==> src/rtl/core/fbr_pkg.sv <==
// Shared types and constants for the flash bad-block remapper.
`timescale 1ns / 1ps

package fbr_pkg;

  localparam int unsigned NUM_BLOCKS_DEF = 64;
  localparam int unsigned SEG_BYTES_DEF  = 512;   // power of two

  localparam int unsigned ADDR_W   = 32;
  localparam int unsigned VA_W     = 15;
  localparam int unsigned PB_OUT_W = 6;
  localparam int unsigned WEAR_W   = 20;

  localparam logic [WEAR_W-1:0] WEAR_MAX        = '1;
  localparam logic [WEAR_W-1:0] ERASE_LIMIT_RST = 20'd100000;

  // register index = paddr[2]
  localparam logic REG_DISK_BASE   = 1'b0;
  localparam logic REG_ERASE_LIMIT = 1'b1;

  typedef enum logic [1:0] {
    FN_TRANSLATE = 2'd0,
    FN_ERASE_REQ = 2'd1,
    FN_ERASE_OUT = 2'd2,
    FN_WRITE_OUT = 2'd3
  } func_e;

  typedef enum logic [2:0] {
    ST_TRANSLATED  = 3'd0,
    ST_ISSUE_ERASE = 3'd1,
    ST_ERASE_DONE  = 3'd2,
    ST_NO_SPACE    = 3'd3,
    ST_WRITE_OK    = 3'd4,
    ST_REMAPPED    = 3'd5,
    ST_IGNORED     = 3'd6,
    ST_BAD_ADDR    = 3'd7
  } status_e;

  typedef enum logic [1:0] {
    BLK_FREE    = 2'd0,
    BLK_INUSE   = 2'd1,
    BLK_RETIRED = 2'd2
  } blk_state_e;

  typedef enum logic [3:0] {
    S_INIT,
    S_IDLE,
    S_RD_TAB,
    S_TAB,
    S_RD_WEAR,
    S_WEAR,
    S_RETIRE,
    S_SCAN_RD,
    S_SCAN,
    S_CLAIM,
    S_RD_INC,
    S_INC,
    S_FINISH
  } seq_state_e;

  typedef struct packed {
    logic [ADDR_W-1:0] disk_base;
    logic [WEAR_W-1:0] erase_limit;
  } cfg_t;

endpackage

==> src/rtl/core/fbr_core.sv <==
// Remap sequencer: block map, block status and wear memories, scan and shared adder.
`timescale 1ns / 1ps

module fbr_core #(
  parameter int unsigned NUM_BLOCKS = fbr_pkg::NUM_BLOCKS_DEF,
  parameter int unsigned SEG_BYTES  = fbr_pkg::SEG_BYTES_DEF
) (
  input  logic                            clk_i,
  input  logic                            rst_ni,
  input  fbr_pkg::cfg_t                   cfg_i,
  input  logic                            start_i,
  input  logic [1:0]                      func_i,
  input  logic [fbr_pkg::VA_W-1:0]        virt_addr_i,
  input  logic                            ok_i,
  output logic                            busy_o,
  output logic                            done_o,
  output fbr_pkg::status_e                status_o,
  output logic [fbr_pkg::ADDR_W-1:0]      phys_addr_o,
  output logic [fbr_pkg::PB_OUT_W-1:0]    phys_block_o,
  output logic                            no_space_o
);

  import fbr_pkg::*;

  localparam int unsigned BW    = $clog2(NUM_BLOCKS);
  localparam int unsigned SEG_W = $clog2(SEG_BYTES);

  seq_state_e state_q, state_d;

  func_e              func_q, func_d;
  logic [VA_W-1:0]    va_q, va_d;
  logic               ok_q, ok_d;
  logic [BW-1:0]      pb_q, pb_d;
  logic [BW-1:0]      rvb_q, rvb_d;
  logic [BW:0]        scan_q, scan_d;
  logic [BW:0]        free_q, free_d;
  logic               pend_q, pend_d;
  logic [BW-1:0]      pvb_q, pvb_d;
  logic [BW-1:0]      ppb_q, ppb_d;
  logic               nospace_q, nospace_d;
  logic [BW-1:0]      clr_q, clr_d;
  status_e            res_q, res_d;
  logic               have_q, have_d;
  logic               done_q, done_d;
  status_e            status_q, status_d;
  logic [ADDR_W-1:0]  paddr_q, paddr_d;
  logic [PB_OUT_W-1:0] pblk_q, pblk_d;

  // memories
  logic [BW-1:0]     tab_mem [NUM_BLOCKS];
  blk_state_e        st_mem  [NUM_BLOCKS];
  logic [WEAR_W-1:0] wear_mem[NUM_BLOCKS];

  logic              tab_we, st_we, wear_we;
  logic [BW-1:0]     tab_waddr, st_waddr, wear_waddr;
  logic [BW-1:0]     tab_wdata;
  blk_state_e        st_wdata;
  logic [WEAR_W-1:0] wear_wdata;
  logic [BW-1:0]     tab_raddr, st_raddr, wear_raddr;
  logic [BW-1:0]     tab_rdata;
  blk_state_e        st_rdata;
  logic [WEAR_W-1:0] wear_rdata;

  // address decode
  logic [ADDR_W-1:0] va_ext, vb_full, off_full, blk_off;
  logic              bad_addr;
  logic [BW-1:0]     vb_idx;
  logic              scan_end, worn;

  // shared adder
  logic [ADDR_W-1:0] add_a, add_b, add_sum;

  assign va_ext   = ADDR_W'(va_q);
  assign vb_full  = va_ext >> SEG_W;
  assign off_full = va_ext & (ADDR_W'(SEG_BYTES) - ADDR_W'(1));
  assign blk_off  = ADDR_W'(pb_q) << SEG_W;
  assign bad_addr = (func_q != FN_ERASE_OUT) && (vb_full >= ADDR_W'(NUM_BLOCKS));
  assign vb_idx   = vb_full[BW-1:0];
  assign scan_end = (scan_q == (BW+1)'(NUM_BLOCKS));
  assign worn     = (wear_rdata >= cfg_i.erase_limit);

  assign tab_raddr  = vb_idx;
  assign st_raddr   = scan_q[BW-1:0];
  assign wear_raddr = pb_q;

  always_comb begin
    case (state_q)
      S_SCAN: begin
        add_a = ADDR_W'(scan_q);
        add_b = ADDR_W'(1);
      end
      S_INC: begin
        add_a = ADDR_W'(wear_rdata);
        add_b = ADDR_W'(1);
      end
      default: begin
        add_a = cfg_i.disk_base;
        add_b = blk_off | ((func_q == FN_TRANSLATE) ? off_full : '0);
      end
    endcase
  end
  assign add_sum = add_a + add_b;

  // next state
  always_comb begin
    state_d = state_q;
    case (state_q)
      S_INIT: begin
        if (clr_q == BW'(NUM_BLOCKS - 1)) state_d = S_IDLE;
      end
      S_IDLE: begin
        if (start_i) state_d = S_RD_TAB;
      end
      S_RD_TAB: state_d = S_TAB;
      S_TAB: begin
        if (bad_addr) begin
          state_d = S_FINISH;
        end else begin
          case (func_q)
            FN_TRANSLATE: state_d = S_FINISH;
            FN_ERASE_REQ: state_d = S_RD_WEAR;
            FN_ERASE_OUT: state_d = !pend_q ? S_FINISH : (ok_q ? S_RD_INC : S_RETIRE);
            default:      state_d = ok_q ? S_FINISH : S_RETIRE;
          endcase
        end
      end
      S_RD_WEAR: state_d = S_WEAR;
      S_WEAR:    state_d = worn ? S_RETIRE : S_FINISH;
      S_RETIRE:  state_d = S_SCAN_RD;
      S_SCAN_RD: state_d = scan_end ? S_FINISH : S_SCAN;
      S_SCAN:    state_d = (st_rdata == BLK_FREE) ? S_CLAIM : S_SCAN_RD;
      S_CLAIM:   state_d = (func_q == FN_WRITE_OUT) ? S_FINISH : S_RD_WEAR;
      S_RD_INC:  state_d = S_INC;
      S_INC:     state_d = S_FINISH;
      S_FINISH:  state_d = S_IDLE;
      default:   state_d = S_IDLE;
    endcase
  end

  // datapath and memory control
  always_comb begin
    func_d    = func_q;
    va_d      = va_q;
    ok_d      = ok_q;
    pb_d      = pb_q;
    rvb_d     = rvb_q;
    scan_d    = scan_q;
    free_d    = free_q;
    pend_d    = pend_q;
    pvb_d     = pvb_q;
    ppb_d     = ppb_q;
    nospace_d = nospace_q;
    clr_d     = clr_q;
    res_d     = res_q;
    have_d    = have_q;
    done_d    = 1'b0;
    status_d  = status_q;
    paddr_d   = paddr_q;
    pblk_d    = pblk_q;

    tab_we     = 1'b0;
    tab_waddr  = rvb_q;
    tab_wdata  = scan_q[BW-1:0];
    st_we      = 1'b0;
    st_waddr   = pb_q;
    st_wdata   = BLK_INUSE;
    wear_we    = 1'b0;
    wear_waddr = pb_q;
    wear_wdata = (wear_rdata == WEAR_MAX) ? wear_rdata : add_sum[WEAR_W-1:0];

    case (state_q)
      S_INIT: begin
        tab_we     = 1'b1;
        tab_waddr  = clr_q;
        tab_wdata  = clr_q;
        st_we      = 1'b1;
        st_waddr   = clr_q;
        st_wdata   = BLK_FREE;
        wear_we    = 1'b1;
        wear_waddr = clr_q;
        wear_wdata = '0;
        clr_d      = clr_q + BW'(1);
      end
      S_IDLE: begin
        if (start_i) begin
          func_d = func_e'(func_i);
          va_d   = virt_addr_i;
          ok_d   = ok_i;
        end
      end
      S_TAB: begin
        have_d = 1'b0;
        if (bad_addr) begin
          res_d = ST_BAD_ADDR;
        end else begin
          case (func_q)
            FN_TRANSLATE: begin
              pb_d   = tab_rdata;
              res_d  = ST_TRANSLATED;
              have_d = 1'b1;
            end
            FN_ERASE_REQ: begin
              pb_d  = tab_rdata;
              rvb_d = vb_idx;
            end
            FN_ERASE_OUT: begin
              res_d = ST_IGNORED;
              pb_d  = ppb_q;
              rvb_d = pvb_q;
            end
            default: begin
              pb_d  = tab_rdata;
              rvb_d = vb_idx;
              if (ok_q) begin
                st_we    = 1'b1;
                st_waddr = tab_rdata;
                st_wdata = BLK_INUSE;
                res_d    = ST_WRITE_OK;
                have_d   = 1'b1;
              end
            end
          endcase
        end
      end
      S_WEAR: begin
        if (!worn) begin
          pend_d = 1'b1;
          pvb_d  = rvb_q;
          ppb_d  = pb_q;
          res_d  = ST_ISSUE_ERASE;
          have_d = 1'b1;
        end
      end
      S_RETIRE: begin
        st_we    = 1'b1;
        st_wdata = BLK_RETIRED;
        scan_d   = free_q;
      end
      S_SCAN_RD: begin
        if (scan_end) begin
          free_d    = scan_q;
          nospace_d = 1'b1;
          res_d     = ST_NO_SPACE;
          have_d    = 1'b0;
          if (func_q != FN_WRITE_OUT) pend_d = 1'b0;
        end
      end
      S_SCAN: begin
        if (st_rdata == BLK_FREE) begin
          free_d = scan_q;
        end else begin
          scan_d = add_sum[BW:0];
        end
      end
      S_CLAIM: begin
        st_we    = 1'b1;
        st_waddr = scan_q[BW-1:0];
        st_wdata = BLK_INUSE;
        tab_we   = 1'b1;
        pb_d     = scan_q[BW-1:0];
        if (func_q == FN_WRITE_OUT) begin
          res_d  = ST_REMAPPED;
          have_d = 1'b1;
        end
      end
      S_INC: begin
        wear_we  = 1'b1;
        st_we    = 1'b1;
        st_wdata = BLK_INUSE;
        pend_d   = 1'b0;
        res_d    = ST_ERASE_DONE;
        have_d   = 1'b1;
      end
      S_FINISH: begin
        done_d   = 1'b1;
        status_d = res_q;
        paddr_d  = have_q ? add_sum : '0;
        pblk_d   = have_q ? PB_OUT_W'(pb_q) : '0;
      end
      default: ;
    endcase
  end

  always_ff @(posedge clk_i or negedge rst_ni) begin
    if (!rst_ni) begin
      state_q   <= S_INIT;
      scan_q    <= '0;
      free_q    <= '0;
      pend_q    <= 1'b0;
      pvb_q     <= '0;
      ppb_q     <= '0;
      nospace_q <= 1'b0;
      clr_q     <= '0;
      done_q    <= 1'b0;
    end else begin
      state_q   <= state_d;
      scan_q    <= scan_d;
      free_q    <= free_d;
      pend_q    <= pend_d;
      pvb_q     <= pvb_d;
      ppb_q     <= ppb_d;
      nospace_q <= nospace_d;
      clr_q     <= clr_d;
      done_q    <= done_d;
    end
  end

  always_ff @(posedge clk_i) begin
    func_q   <= func_d;
    va_q     <= va_d;
    ok_q     <= ok_d;
    pb_q     <= pb_d;
    rvb_q    <= rvb_d;
    res_q    <= res_d;
    have_q   <= have_d;
    status_q <= status_d;
    paddr_q  <= paddr_d;
    pblk_q   <= pblk_d;
  end

  always_ff @(posedge clk_i) begin
    if (tab_we) tab_mem[tab_waddr] <= tab_wdata;
    tab_rdata <= tab_mem[tab_raddr];
  end

  always_ff @(posedge clk_i) begin
    if (st_we) st_mem[st_waddr] <= st_wdata;
    st_rdata <= st_mem[st_raddr];
  end

  always_ff @(posedge clk_i) begin
    if (wear_we) wear_mem[wear_waddr] <= wear_wdata;
    wear_rdata <= wear_mem[wear_raddr];
  end

  assign busy_o       = (state_q != S_IDLE);
  assign done_o       = done_q;
  assign status_o     = status_q;
  assign phys_addr_o  = paddr_q;
  assign phys_block_o = pblk_q;
  assign no_space_o   = nospace_q;

  // an accepted beat leaves idle
  a_start_busy: assert property (@(posedge clk_i) disable iff (!rst_ni)
    start_i && !busy_o |=> busy_o)
    else $error("accepted beat did not start the sequencer");

  // strobe only follows the finish step
  a_done_src: assert property (@(posedge clk_i) disable iff (!rst_ni)
    done_o |-> $past(state_q == S_FINISH))
    else $error("result strobe without finish step");

  // no-space flag is sticky
  a_nospace_sticky: assert property (@(posedge clk_i) disable iff (!rst_ni)
    nospace_q |=> nospace_q)
    else $error("no-space flag dropped");

  // unused blocks only shrink, so the free pointer never moves back
  a_free_mono: assert property (@(posedge clk_i) disable iff (!rst_ni)
    1'b1 |=> free_q >= $past(free_q))
    else $error("free pointer moved back");

  // an issued erase leaves a pending erase behind
  a_issue_pend: assert property (@(posedge clk_i) disable iff (!rst_ni)
    done_o && status_o == ST_ISSUE_ERASE |-> pend_q)
    else $error("erase issued without pending record");

endmodule

==> src/rtl/core/flash_bad_block_remapper.sv <==
// Top level: flash bad-block remapper with APB configuration registers.
`timescale 1ns / 1ps

// Sequence: a beat reads the block map, then finishes for a translate or a write success;
//   each wear check adds its own read, an erase success a wear update, and a remap the
//   retire and claim plus a status scan from the first-free pointer.
// Beats: the block takes no new beat until the last one has finished; status scans set
//   the worst case. Results are strobed for one cycle and the receiver cannot stall them.
// Reset: a clearing pass over all NUM_BLOCKS entries after rst_ni rises; busy_o stays high.
module flash_bad_block_remapper #(
  parameter int unsigned NUM_BLOCKS = fbr_pkg::NUM_BLOCKS_DEF,
  parameter int unsigned SEG_BYTES  = fbr_pkg::SEG_BYTES_DEF
) (
  input  logic                          clk_i,
  input  logic                          rst_ni,
  // APB configuration port
  input  logic                          psel,
  input  logic                          penable,
  input  logic                          pwrite,
  input  logic [2:0]                    paddr,
  input  logic [31:0]                   pwdata,
  output logic [31:0]                   prdata,
  output logic                          pready,
  // command beat
  input  logic                          start_i,
  output logic                          busy_o,
  input  logic [1:0]                    func_i,
  input  logic [fbr_pkg::VA_W-1:0]      virt_addr_i,
  input  logic                          ok_i,
  // result beat
  output logic                          done_o,
  output logic [2:0]                    status_o,
  output logic [fbr_pkg::ADDR_W-1:0]    phys_addr_o,
  output logic [fbr_pkg::PB_OUT_W-1:0]  phys_block_o,
  output logic                          no_space_o
);

  import fbr_pkg::*;

  logic [ADDR_W-1:0] disk_base_q, disk_base_d;
  logic [WEAR_W-1:0] erase_limit_q, erase_limit_d;
  logic              apb_wr;
  cfg_t              cfg;
  status_e           status;

  // write lands on the access phase; no wait states
  assign pready = 1'b1;
  assign apb_wr = psel && penable && pwrite && pready;

  always_comb begin
    disk_base_d   = disk_base_q;
    erase_limit_d = erase_limit_q;
    if (apb_wr) begin
      case (paddr[2])
        REG_DISK_BASE:   disk_base_d   = pwdata;
        REG_ERASE_LIMIT: erase_limit_d = pwdata[WEAR_W-1:0];
        default: ;
      endcase
    end
  end

  always_ff @(posedge clk_i or negedge rst_ni) begin
    if (!rst_ni) begin
      disk_base_q   <= '0;
      erase_limit_q <= ERASE_LIMIT_RST;
    end else begin
      disk_base_q   <= disk_base_d;
      erase_limit_q <= erase_limit_d;
    end
  end

  // read back
  always_comb begin
    case (paddr[2])
      REG_DISK_BASE:   prdata = disk_base_q;
      REG_ERASE_LIMIT: prdata = 32'(erase_limit_q);
      default:         prdata = '0;
    endcase
  end

  assign cfg.disk_base   = disk_base_q;
  assign cfg.erase_limit = erase_limit_q;

  // sequencer, memories and scan
  fbr_core #(
    .NUM_BLOCKS (NUM_BLOCKS),
    .SEG_BYTES  (SEG_BYTES)
  ) u_core (
    .clk_i        (clk_i),
    .rst_ni       (rst_ni),
    .cfg_i        (cfg),
    .start_i      (start_i),
    .func_i       (func_i),
    .virt_addr_i  (virt_addr_i),
    .ok_i         (ok_i),
    .busy_o       (busy_o),
    .done_o       (done_o),
    .status_o     (status),
    .phys_addr_o  (phys_addr_o),
    .phys_block_o (phys_block_o),
    .no_space_o   (no_space_o)
  );

  assign status_o = status;

endmodule

==> config.mk <==
export PLATFORM = sky130hd
export DESIGN_NAME = flash_bad_block_remapper
export DESIGN_NICKNAME = d
export VERILOG_FILES = /design/src/rtl/core/fbr_pkg.sv /design/src/rtl/core/fbr_core.sv /design/src/rtl/core/flash_bad_block_remapper.sv
export SDC_FILE = /design/constraint.sdc
export NUM_CORES = 2
export LEC_CHECK = 0
export BUFFER_PORTS_ARGS = -buffer_cell sky130_fd_sc_hd__buf_4
export CORE_UTILIZATION = 45
export CTS_BUF_LIST = sky130_fd_sc_hd__clkbuf_4
export DETAILED_ROUTE_END_ITERATION = 7
export GPL_ROUTABILITY_DRIVEN = 1
export GPL_TIMING_DRIVEN = 0
export PLACE_DENSITY = 0.61
export SYNTH_ARGS = -nofsm -noshare
export SYNTH_HDL_FRONTEND = slang
export SYNTH_HIERARCHICAL = 1
export SYNTH_SLANG_ARGS = --single-unit
==> constraint.sdc <==
create_clock -name clk_i -period 21.9 [get_ports clk_i]
set_input_delay 4.38 -clock clk_i [delete_from_list [all_inputs] [get_ports clk_i]]
set_output_delay 4.38 -clock clk_i [all_outputs]
set_load 0.005 [all_outputs]
==> metrics.yaml <==
global_routing:
  grt_pass1_vias: 44800
  grt_use_total_pct: 24.4
  antenna_violations_before_repair: 7
  wire_length_of_the_first_global_routing_pass_mm: 312
  globalRouteOverflowTotal: 0
  grt_start_max_net_pins: 92
synthesis:
  asyncSetResetFlopFracSynth_pct: 4.58
  ys.flop_type: "sky130_fd_sc_hd__edfxtp_1"
  synth_top_cells_by_count: "sky130_fd_sc_hd__edfxtp_1, sky130_fd_sc_hd__mux4_2, sky130_fd_sc_hd__nor2_1"
  yosys.cell_count.top_type: "sky130_fd_sc_hd__edfxtp_1"
  synthesis.area_um2: 79100
  synth_fp_nets: 4208
  ys_ff_latch: 1986
  synthesis.area_per_instance_um2: 19.3
  synth_edf_count: 1867
  synth.yosys.seq_area_share_pct: 74.4
  post_synth_num_cell_types: 80
  synthesis.instances: 4108
  post-synth-top-area-cell: "sky130_fd_sc_hd__edfxtp_1"
  synthesis.yosys.warnings: 6
  synth_top_area_share_pct: 70.8
  synth_top_cells_by_area: "sky130_fd_sc_hd__edfxtp_1, sky130_fd_sc_hd__mux4_2, sky130_fd_sc_hd__dfrtp_1, sky130_fd_sc_hd__nor2_1, sky130_fd_sc_hd__mux2_2"
layout:
  postLayoutCoreUtil_pct: 52.6
  final.fill_count: 14200
  drive_above_1_share_pct: 32.1
  nNetsFinal: 4952
  total_non_filler_cell_area_in_the_finished_layout_um2: 91600
  layout-area-overhead-vs-synth_pct: 15.8
pwr:
  leakage_nw: 30.5
  cell_pwr_density_nw_per_um2: 133
  power.total_mw: 12.2
  peakVddDrop_v: 0.000105
placed_design:
  placement.cell_area_um2: 85600
  place.gp.congestion: 0.947
  post_placement_setup_slack_ns: 12.13
  port_buffers: 131
  place_hpwl_mm: 151
worst_setup_path:
  path_max_fanout: 10
  r2r_slack_ns: 13.88
  critPathKind: "in -> out"
  critical_path.reg2reg.endpoint: "u_core/wear_mem[18][16]"
  timing.critical_path.required_ns: 17.52
  crit_path_end_kind: "output pin"
  cp-start-kind: "input port"
  r2r_start: "u_core/pb_q[1]"
  crit_arrival_ns: 5.41
  worst_r2r_path_depth: 16
run_status:
  failed_checks: "capacitance limit"
  outcome: "complete, but fails checks"
sta:
  timing.setup.tns_ns: 0
  slew_headroom_pct: 0.207
  post-route-min-period_ns: 9.79
  timing_hold_violations_final: 0
  grt_setup_unrepaired: "false"
  worst_slew_pin_slew_ns: 1.50
  final_period_util_pct: 44.7
  setup_viol: 0
  post-route-worst-setup-slack_ns: 12.11
  worst_clock_skew_ns: 0.135
  drv_slew: 0
  fmax_mhz: 102
cts:
  clkTransAtPathRegs_ns: 0.06
  cts_resized: 0
  h_tree_levels: 5
  cts.root.buffer_cell: "sky130_fd_sc_hd__clkbuf_4"
  tritoncts_clock_tree: "yes"
  cts_hold_buf: 0
  ctsLongestPathBuffers: 4
  worstSkewPairLatency_ns: 1.44
  cts_made_buffers: 490
  clock_sink_count: 1986
  post_cts_buffers: 0
route:
  route.detailed.wl_per_inst_um: 28.8
  viasPerCell: 5.90
  detail_route.wirelength_mm: 218
  detail-route-antenna-nets: 0
  drc_errors: 0
  dr.pass1.iters: 6
  drt_iter0_drc: 5047
  num_vias: 44600
floorplanning:
  count_of_standard_cell_rows: 153
  floorplan.die.width_um: 421
  start_util_pct: 45.4
  floorplan.core_area_um2: 174000
  io_pins: 136
  die_height_um: 421
  dieArea_um2: 178000
worst_hold_path:
  timing.hold.worst_path_depth: 1
  destination_of_the_worst_hold_path: "u_core/no_space_o"
  min_path_type: "reg -> reg"
  min_from: "u_core/no_space_o"
flow_run:
  maxcap_viol_count: 1
[critical path, stage by stage]
cell and delay (ns):
sky130_fd_sc_hd__buf_2 0.17, sky130_fd_sc_hd__buf_2 0.31, sky130_fd_sc_hd__mux2_2 0.39, sky130_fd_sc_hd__buf_4 0.15
[worst max-delay path by stage]
stage                        start                 endpoint  slack (ns)  depth (start not counted)
floorplan                 paddr[2]               prdata[10]       12.44                          3
global placement    u_core/pb_q[1]  u_core/wear_mem[18][16]        6.61                         12
global route              paddr[2]               prdata[14]       12.06                          4
detailed placement        paddr[2]               prdata[14]       12.13                          4
finish                    paddr[2]               prdata[14]       12.11                          4
CTS                       paddr[2]               prdata[14]       12.12                          4
[metal layers]
layer	global-route usage, %	routed length (µm)	up-vias
li1	-	-	18800
met1	32.6	86100	23300
met2	38.8	106000	2157
met3	5.90	19200	377
met4	9.12	6810	0
met5	0	0	-
[report_power, final]
group          switching (mW)  internal (mW)
sequential              0.161           5.37
combinational            2.59           1.09
clock                    1.46           1.51
total                    4.20           7.97
[final cells by class]
class	instances	area, µm²	share of cell area [%]
clock inverter	152	671	0.732
timing repair buffer	252	3140	3.43
buffer	230	938	1.02
inverter	45	169	0.184
tap	2325	2910	3.18
multi-input combinational	1847	19500	21.3
antenna	9	22.5	0.0246
sequential	1986	58900	64.3
clock buffer	708	5320	5.80
[kinds of logic (layout without fill, tap and decap cells)]
logic type,after synthesis,after routing,synth area share (%)
flops,1986,1986,74.4
buf+inv,275,1387,1.40
compound gates,490,490,4.53
xor+xnor,15,15,0.166
mux,572,572,14.5
other cells,1,10,0.00474
simple gates,728,728,4.27
fa+ha+maj,41,41,0.658
[registers in the layout, summed over array words and instances (netlist names), 7 cells and up]
signal	cells
disk_base_q	32
u_core/tab_mem	384
erase_limit_q	20
u_core/phys_addr_o	32
u_core/free_q	7
u_core/wear_rdata	20
u_core/wear_mem	1280
u_core/scan_q	7
u_core/va_q	15
u_core/st_mem	128
[through the flow]
| step | hold WS [ns] | cells |
|---|---|---|
| floorplan | 0.400 | 4108 |
| global placement | 0.457 | 6564 |
| detailed placement | 0.467 | 6685 |
| CTS | 0.464 | 7545 |
| global route | 0.484 | 7553 |
| finish | 0.476 | 7554 |
[layout by cell type, fill, tap and decap left out, drive strengths merged, types with 49 or more instances in the layout]
| cell | instances |
|---|---|
| mux2 | 100 |
| a221oi | 49 |
| buf | 332 |
| nor2 | 261 |
| a22o | 59 |
| o21ai | 49 |
| nand3 | 81 |
| a21oi | 64 |
| a22oi | 87 |
| mux4 | 443 |
| clkinv | 147 |
| nand2 | 207 |
| edfxtp | 1867 |
| dfrtp | 85 |
| clkbuf | 858 |
Note: power is estimated with default switching activity, not from simulation.
